**src/design/bed_pkg.sv**
```systemverilog
// Shared types, constants and helpers for the backslash escape decoder.
package bed_pkg;

	localparam int MAX_LENGTH = 1024;
	localparam int LEN_W = 11;
	localparam int LEN_CAP = (MAX_LENGTH < 2047) ? MAX_LENGTH : 2047;
	localparam logic [LEN_W-1:0] CNT_CAP = LEN_W'(LEN_CAP);

	localparam logic [7:0] CH_BSLASH = 8'h5C;
	localparam logic [7:0] CH_LOWER_X = 8'h78;
	localparam logic [7:0] CH_UPPER_E = 8'h45;
	localparam logic [7:0] CH_LOWER_E = 8'h65;
	localparam logic [7:0] CH_ZERO = 8'h30;
	localparam logic [7:0] CH_SEVEN = 8'h37;
	localparam logic [7:0] CH_NINE = 8'h39;
	localparam logic [7:0] CH_LOWER_A = 8'h61;
	localparam logic [7:0] CH_LOWER_F = 8'h66;
	localparam logic [7:0] CH_UPPER_A = 8'h41;
	localparam logic [7:0] CH_UPPER_F = 8'h46;
	localparam logic [7:0] ESC_CODE = 8'd27;

	typedef enum logic [2:0] {
		MODE_NORMAL,
		MODE_BSLASH,
		MODE_OCTAL,
		MODE_HEX,
		MODE_DISCARD
	} mode_t;

	typedef enum logic [1:0] {
		KIND_DATA,
		KIND_DONE,
		KIND_FAIL
	} kind_t;

	typedef enum logic [2:0] {
		ERR_NONE,
		ERR_OCTAL_DIGIT,
		ERR_OCTAL_RANGE,
		ERR_HEX_DIGIT,
		ERR_BARE_BSLASH
	} err_t;

	typedef struct packed {
		logic [7:0] char_code;
		logic       end_of_string;
	} item_t;

	typedef struct packed {
		kind_t            kind;
		logic [7:0]       out_byte;
		err_t             error_code;
		logic [LEN_W-1:0] length_count;
		logic             last;
	} result_t;

	// {valid, value} for one hex digit character
	function automatic logic [4:0] hex_digit(input logic [7:0] c);
		logic [7:0] d;
		begin
			d = 8'd0;
			if (c >= CH_ZERO && c <= CH_NINE) begin
				d = c - CH_ZERO;
				hex_digit = {1'b1, d[3:0]};
			end else if (c >= CH_LOWER_A && c <= CH_LOWER_F) begin
				d = c - CH_LOWER_A + 8'd10;
				hex_digit = {1'b1, d[3:0]};
			end else if (c >= CH_UPPER_A && c <= CH_UPPER_F) begin
				d = c - CH_UPPER_A + 8'd10;
				hex_digit = {1'b1, d[3:0]};
			end else begin
				hex_digit = {1'b0, d[3:0]};
			end
		end
	endfunction

endpackage

```
**src/design/bed_in_stage.sv**
```systemverilog
// Input register stage: holds one accepted item until the decode step takes it.
module bed_in_stage (
	input  logic          clk,
	input  logic          arst_n,
	input  logic          item_valid,
	output logic          item_stall,
	input  bed_pkg::item_t item_in,
	input  logic          take,
	output logic          s1_valid,
	output bed_pkg::item_t s1_item
);
	import bed_pkg::*;

	logic  valid_s1;
	item_t item_s1;
	logic  load;

	assign item_stall = valid_s1 && !take;
	assign load = item_valid && !item_stall;

	always_ff @(posedge clk or negedge arst_n) begin
		if (!arst_n) begin
			valid_s1 <= 1'b0;
		end else if (load) begin
			valid_s1 <= 1'b1;
		end else if (take) begin
			valid_s1 <= 1'b0;
		end
	end

	always_ff @(posedge clk) begin
		if (load) begin
			item_s1 <= item_in;
		end
	end

	assign s1_valid = valid_s1;
	assign s1_item = item_s1;
endmodule

```
**src/design/bed_step.sv**
```systemverilog
// Escape decode step: mode, digit and count state plus the per-character next-state logic.
module bed_step (
	input  logic            clk,
	input  logic            arst_n,
	input  logic            s1_valid,
	input  bed_pkg::item_t  s1_item,
	input  logic            out_free,
	output logic            take,
	output logic            res_valid,
	output bed_pkg::result_t res
);
	import bed_pkg::*;

	mode_t            mode_q, mode_n;
	logic [1:0]       dcount_q, dcount_n;
	logic [8:0]       acc_q, acc_n;
	logic [LEN_W-1:0] bcount_q, bcount_n;

	logic             has_res;
	result_t          res_c;
	logic [LEN_W-1:0] cnt_inc;
	logic [8:0]       oct_acc;
	logic [7:0]       hex_acc;
	logic [1:0]       dc_inc;
	logic [4:0]       hx;
	logic [7:0]       c;
	logic             is_oct;

	assign c = s1_item.char_code;
	assign cnt_inc = (bcount_q < CNT_CAP) ? bcount_q + LEN_W'(1) : bcount_q;
	assign oct_acc = {acc_q[5:0], c[2:0]};
	assign hx = hex_digit(c);
	assign hex_acc = {acc_q[3:0], hx[3:0]};
	assign dc_inc = dcount_q + 2'd1;
	assign is_oct = (c >= CH_ZERO) && (c <= CH_SEVEN);

	always_comb begin
		mode_n = mode_q;
		dcount_n = dcount_q;
		acc_n = acc_q;
		bcount_n = bcount_q;
		has_res = 1'b0;
		res_c.kind = KIND_DATA;
		res_c.out_byte = 8'd0;
		res_c.error_code = ERR_NONE;
		res_c.length_count = bcount_q;
		res_c.last = 1'b0;

		if (s1_item.end_of_string) begin
			unique case (mode_q)
				MODE_NORMAL: begin
					has_res = 1'b1;
					res_c.kind = KIND_DONE;
					res_c.last = 1'b1;
					bcount_n = '0;
				end
				MODE_BSLASH, MODE_OCTAL, MODE_HEX: begin
					has_res = 1'b1;
					res_c.kind = KIND_FAIL;
					res_c.last = 1'b1;
					if (mode_q == MODE_BSLASH) res_c.error_code = ERR_BARE_BSLASH;
					else if (mode_q == MODE_OCTAL) res_c.error_code = ERR_OCTAL_DIGIT;
					else res_c.error_code = ERR_HEX_DIGIT;
					bcount_n = '0;
					dcount_n = 2'd0;
					acc_n = 9'd0;
					mode_n = MODE_NORMAL;
				end
				default: begin
					mode_n = MODE_NORMAL;
					bcount_n = '0;
					dcount_n = 2'd0;
					acc_n = 9'd0;
				end
			endcase
		end else begin
			unique case (mode_q)
				MODE_NORMAL: begin
					if (c == CH_BSLASH) begin
						mode_n = MODE_BSLASH;
					end else begin
						has_res = 1'b1;
						res_c.out_byte = c;
					end
				end
				MODE_BSLASH: begin
					if (is_oct) begin
						acc_n = {6'd0, c[2:0]};
						dcount_n = 2'd1;
						mode_n = MODE_OCTAL;
					end else if (c == CH_LOWER_X) begin
						acc_n = 9'd0;
						dcount_n = 2'd0;
						mode_n = MODE_HEX;
					end else begin
						has_res = 1'b1;
						res_c.out_byte = (c == CH_UPPER_E || c == CH_LOWER_E) ? ESC_CODE : c;
					end
				end
				MODE_OCTAL: begin
					if (!is_oct) begin
						has_res = 1'b1;
						res_c.kind = KIND_FAIL;
						res_c.error_code = ERR_OCTAL_DIGIT;
						res_c.last = 1'b1;
					end else if (dc_inc != 2'd3) begin
						acc_n = oct_acc;
						dcount_n = dc_inc;
					end else if (oct_acc[8]) begin
						// third digit pushed the value past 0377
						has_res = 1'b1;
						res_c.kind = KIND_FAIL;
						res_c.error_code = ERR_OCTAL_RANGE;
						res_c.last = 1'b1;
					end else begin
						acc_n = oct_acc;
						dcount_n = 2'd0;
						has_res = 1'b1;
						res_c.out_byte = oct_acc[7:0];
					end
				end
				MODE_HEX: begin
					if (!hx[4]) begin
						has_res = 1'b1;
						res_c.kind = KIND_FAIL;
						res_c.error_code = ERR_HEX_DIGIT;
						res_c.last = 1'b1;
					end else if (dc_inc != 2'd2) begin
						acc_n = {1'b0, hex_acc};
						dcount_n = dc_inc;
					end else begin
						acc_n = {1'b0, hex_acc};
						dcount_n = 2'd0;
						has_res = 1'b1;
						res_c.out_byte = hex_acc;
					end
				end
				default: begin
				end
			endcase

			if (has_res) begin
				if (res_c.kind == KIND_DATA) begin
					bcount_n = cnt_inc;
					res_c.length_count = cnt_inc;
					mode_n = MODE_NORMAL;
				end else begin
					bcount_n = '0;
					dcount_n = 2'd0;
					acc_n = 9'd0;
					mode_n = MODE_DISCARD;
				end
			end
		end
	end

	assign take = s1_valid && (!has_res || out_free);
	assign res_valid = take && has_res;
	assign res = res_c;

	always_ff @(posedge clk or negedge arst_n) begin
		if (!arst_n) begin
			mode_q <= MODE_NORMAL;
			dcount_q <= 2'd0;
			acc_q <= 9'd0;
			bcount_q <= '0;
		end else if (take) begin
			mode_q <= mode_n;
			dcount_q <= dcount_n;
			acc_q <= acc_n;
			bcount_q <= bcount_n;
		end
	end
endmodule

```
**src/design/bed_out_stage.sv**
```systemverilog
// Result register: holds one result until the downstream side takes it.
module bed_out_stage (
	input  logic             clk,
	input  logic             arst_n,
	input  logic             res_valid,
	input  bed_pkg::result_t res,
	output logic             out_free,
	output logic             result_valid,
	input  logic             result_stall,
	output bed_pkg::result_t result
);
	import bed_pkg::*;

	logic    valid_q;
	result_t res_q;

	assign out_free = !valid_q || !result_stall;

	always_ff @(posedge clk or negedge arst_n) begin
		if (!arst_n) begin
			valid_q <= 1'b0;
		end else if (res_valid) begin
			valid_q <= 1'b1;
		end else if (!result_stall) begin
			valid_q <= 1'b0;
		end
	end

	always_ff @(posedge clk) begin
		if (res_valid) begin
			res_q <= res;
		end
	end

	assign result_valid = valid_q;
	assign result = res_q;
endmodule

```
**src/design/backslash_escape_decoder.sv**
```systemverilog
// Top level of the backslash escape decoder.
//
//   channel  | handshake                    | payload
//   ---------+------------------------------+------------------------------------------------
//   item     | item_valid / item_stall      | char_code, end_of_string
//   result   | result_valid / result_stall  | kind, out_byte, error_code, length_count, last
//
// One item per cycle sustained while result_stall is low; a result reaches the ports from its item
// through the input register, then decode into the result register.
// The decode state updates once per item, so items with no result take a decode step as well.
// Reset clears the mode, digit count, accumulator and byte count; no clearing pass.
// A stalled result holds the result register; the decode stage waits only when its item
// would produce a result, and item_stall rises once the input register is also full.
module backslash_escape_decoder (
	input  logic                          clk,
	input  logic                          arst_n,
	input  logic                          item_valid,
	output logic                          item_stall,
	input  logic [7:0]                    char_code,
	input  logic                          end_of_string,
	output logic                          result_valid,
	input  logic                          result_stall,
	output logic [1:0]                    kind,
	output logic [7:0]                    out_byte,
	output logic [2:0]                    error_code,
	output logic [bed_pkg::LEN_W-1:0]     length_count,
	output logic                          last
);
	import bed_pkg::*;

	item_t   item_in;
	item_t   s1_item;
	logic    s1_valid;
	logic    take;
	logic    out_free;
	logic    res_valid;
	result_t res;
	result_t result;

	assign item_in.char_code = char_code;
	assign item_in.end_of_string = end_of_string;

	bed_in_stage u_in (
		.clk        (clk),
		.arst_n     (arst_n),
		.item_valid (item_valid),
		.item_stall (item_stall),
		.item_in    (item_in),
		.take       (take),
		.s1_valid   (s1_valid),
		.s1_item    (s1_item)
	);

	bed_step u_step (
		.clk       (clk),
		.arst_n    (arst_n),
		.s1_valid  (s1_valid),
		.s1_item   (s1_item),
		.out_free  (out_free),
		.take      (take),
		.res_valid (res_valid),
		.res       (res)
	);

	bed_out_stage u_out (
		.clk          (clk),
		.arst_n       (arst_n),
		.res_valid    (res_valid),
		.res          (res),
		.out_free     (out_free),
		.result_valid (result_valid),
		.result_stall (result_stall),
		.result       (result)
	);

	assign kind = result.kind;
	assign out_byte = result.out_byte;
	assign error_code = result.error_code;
	assign length_count = result.length_count;
	assign last = result.last;
endmodule

```
**config.mk**
```make
export PLATFORM = sky130hd
export DESIGN_NAME = backslash_escape_decoder
export DESIGN_NICKNAME = d
export VERILOG_FILES = /design/src/design/bed_pkg.sv /design/src/design/bed_in_stage.sv /design/src/design/bed_step.sv /design/src/design/bed_out_stage.sv /design/src/design/backslash_escape_decoder.sv
export SDC_FILE = /design/constraint.sdc
export NUM_CORES = 1
export LEC_CHECK = 0
export CAP_MARGIN = 5
export CORE_MARGIN = 2
export CORE_UTILIZATION = 55
export CTS_BUF_LIST = sky130_fd_sc_hd__clkbuf_4 sky130_fd_sc_hd__clkbuf_8
export DETAILED_ROUTE_END_ITERATION = 10
export DONT_BUFFER_PORTS = 1
export PLACE_DENSITY = 0.79
export SYNTH_ARGS = -nofsm -noshare
export SYNTH_HDL_FRONTEND = slang
export SYNTH_SLANG_ARGS = --single-unit
```
**constraint.sdc**
```tcl
create_clock -name clk -period 4.6 [get_ports clk]
set_clock_uncertainty 0.2 [all_clocks]
set_input_delay 0.23 -clock clk [delete_from_list [all_inputs] [get_ports clk]]
set_output_delay 0.23 -clock clk [all_outputs]
set_load 0.005 [all_outputs]
```
==> impl_metrics.json <==
{
  "cts_setup_buffers": 0,
  "drc": 0,
  "synthFlopType": "edfxtp_1",
  "cts-htree-levels": 3,
  "cellPowerDensity_nw_per_um2": 377,
  "post-place-ws_ns": 0.901,
  "port_buffers": 0,
  "fin_tns_setup_ns": 0,
  "root_buffer": "clkbuf_8",
  "areaGrowthSynthToFinish_pct": 11.4,
  "outcome": "completed",
  "path_clk_slew_ns": 0.07,
  "cts_resized": 0,
  "synth_area_um2": 3340,
  "clk_latency_ns": 0.35,
  "synth-edff-count": 34,
  "crit_path_max_fanout": 11,
  "p_seq_share_pct": 51.3,
  "ir_drop_v": 0.000216,
  "cts.path.max_buffers": 2,
  "die_y_um": 81.9,
  "start_kind": "flop",
  "drtIter0Drc": 352,
  "start_util_pct": 56.8,
  "busiest_layer": "met2",
  "finalHoldViolCount": 0,
  "die_w_um": 81.9,
  "layout_common_cells": "34 x edfxtp_1, 31 x nand2_1, 25 x o21ai_0, 24 x dfrtp_1, 22 x nor2_1",
  "cts_tree": "yes",
  "core_area_um2": 5890,
  "r2r-start": "u_in.s1_item[1]",
  "netSwitchingFraction_pct": 32.1,
  "endpoint_kind": "flop",
  "synthArstFlopShare_pct": 41.4,
  "nets": 366,
  "layout-drive-gt1-share_pct": 9.97,
  "globalplace.congestion": 0.988,
  "num_io_pins": 40,
  "grt_max_degree": 26,
  "met3_usage_pct": 7.69,
  "post-route-min-period_ns": 3.79,
  "dpl_cell_area_um2": 3420,
  "drt_pass1_iterations": 6,
  "maxSlewViolCount": 0,
  "netlist-cell-type-count": 64,
  "num_vias": 2843,
  "antenna_found_initial": 0,
  "finalInstanceArea_um2": 3720,
  "slew_headroom_pct": 20.9,
  "grt_pass1_vias": 2598,
  "p_switching_mw": 0.450,
  "max_freq_mhz": 264,
  "n_antenna_cell": 0,
  "r2r_slack_ns": 0.81,
  "cp.required_ns": 4.49,
  "numCtsBuffers": 9,
  "seq_area_frac_synth_pct": 48.5,
  "p_leak_nw": 1.38,
  "worstSetupPathType": "flop to flop",
  "grtUsageMet2_pct": 37.8,
  "syn_inst": 330,
  "worst_slew_pin_slew_ns": 1.18,
  "use_met1_pct": 35.3,
  "grt_first_pass_wirelength_um": 12800,
  "hold_path.class": "input pin to asynchronous set/reset pin",
  "pwr-share-comb_pct": 19.9,
  "cap_violations": 0,
  "ys.warnings.count": 0,
  "setup_viol": 0,
  "wire_per_inst_um": 19.4,
  "vias_per_cell": 6.67,
  "globalRoute.totalOverflow": 0,
  "ant_nets": 0,
  "cts_sinks": 58,
  "rsz0062_at_grt": "false",
  "p_int_mw": 0.954,
  "reg2reg_depth": 8,
  "drt-total-wl_um": 8250,
  "grt.total_usage_pct": 25.7,
  "dpl.hpwl_um": 5700,
  "worstPathArrival_ns": 3.68,
  "synth-seq-cells": 58,
  "power.share.clock_pct": 28.9,
  "timing.final.crit_share_pct": 82.4,
  "dieArea_um2": 6710,
  "timing.rr.end": "u_out.result[2]",
  "syn_nets": 350,
  "final_common_cell": "edfxtp_1",
  "core.rowCount": 28,
  "synth_area_per_cell_um2": 10.1,
  "fin_ws_ns": 0.811
}
## through the flow
step	hold slack (ns)	power, mW	cells	util (%)
final	0.108	1.40	426	63.2
after global routing	0.114	1.47	426	63.2
after CTS	0.117	1.40	426	63.2
after detailed placement	-0.265	0.987	397	58.1
after global placement	-0.265	0.981	397	58.1
after floorplan	-0.266	0.908	330	-
## critical path, cell delays in order (launching register included)
cell and delay [ns]:
edfxtp_1 0.50, inv_1 0.21, ha_1 0.25, o21bai_1 0.10, a21oi_1 0.55, a2111oi_4 0.19
nor3_1 0.99, nand2b_1 0.21, mux2_2 0.33
## power by group through the flow
stage | combinational, mW | sequential, mW | clock, mW
detailed placement | 0.258 | 0.729 | 0
finish | 0.279 | 0.720 | 0.405
floorplan | 0.209 | 0.699 | 0
CTS | 0.276 | 0.718 | 0.407
global placement | 0.255 | 0.725 | 0
global route | 0.308 | 0.730 | 0.432
## Yosys cell counts (all sizes together), types with 5 or more instances
cell type,n,area [µm²]
edfxtp,34,1020
nand2,31,116
o21ai,27,135
dfrtp,24,601
nor2,22,82.6
nor3,17,85.1
nand2b,13,81.3
a21oi,12,60.1
a211oi,9,72.6
and2,9,56.3
clkbuf,9,33.8
inv,9,33.8
nand3,8,40.0
xnor2,8,70.1
ha,7,87.6
and3,6,42.5
o2bb2ai,6,52.6
a21o,5,37.5
nor2b,5,31.3
nor3b,5,42.5
or2,5,31.3
## flip-flops by register name, summed over array words and instances (netlist names)
signal,count
u_step.dcount_q,2
u_out.result,25
u_step.acc_q,6
u_in.s1_valid,1
u_step.mode_q,3
u_step.bcount_q,11
u_out.result_valid,1
u_in.s1_item,9
## cell families (layout without fill, tap and decap cells)
kind of cell,Yosys count,count (layout),synth area share [%]
simple gates,138,138,22.4
compound gates,94,94,20.6
flops,58,58,48.5
buf+inv,21,42,2.43
xor+xnor,8,8,2.10
fa+ha+maj,7,7,2.62
mux,4,4,1.31
## cell type report
| type | count | area, µm² |
|---|---|---|
| Fill cell | 484 | 2160 |
| Multi-Input combinational cell | 251 | 1640 |
| Sequential cell | 58 | 1620 |
| Timing Repair Buffer | 17 | 170 |
| Clock buffer | 10 | 131 |
| Tap cell | 75 | 93.8 |
| Clock inverter | 6 | 33.8 |
| Inverter | 9 | 33.8 |
## what timing repair did
action	4_1_cts	5_1_grt
hold buffers	13	0
hold endpoints to repair	35	0
setup endpoints to repair	0	0
## how the worst max path moves through the flow
stage,start,endpoint,cells after the start
floorplan,u_in.s1_item[1],u_out.result[0],8
finish,u_in.s1_item[1],u_out.result[2],8
CTS,u_in.s1_item[1],u_out.result[2],8
global route,u_in.s1_item[1],u_out.result[2],8
global placement,u_in.s1_item[1],u_out.result[2],8
detailed placement,u_in.s1_item[1],u_out.result[2],8
## per-layer routing
layer | part of all wire [%] | routed length [µm]
met1 | 44 | 3630
met2 | 45 | 3700
met3 | 8.5 | 700
met4 | 2.6 | 212
met5 | 0 | 0
Power figures use the tool's default switching activity.
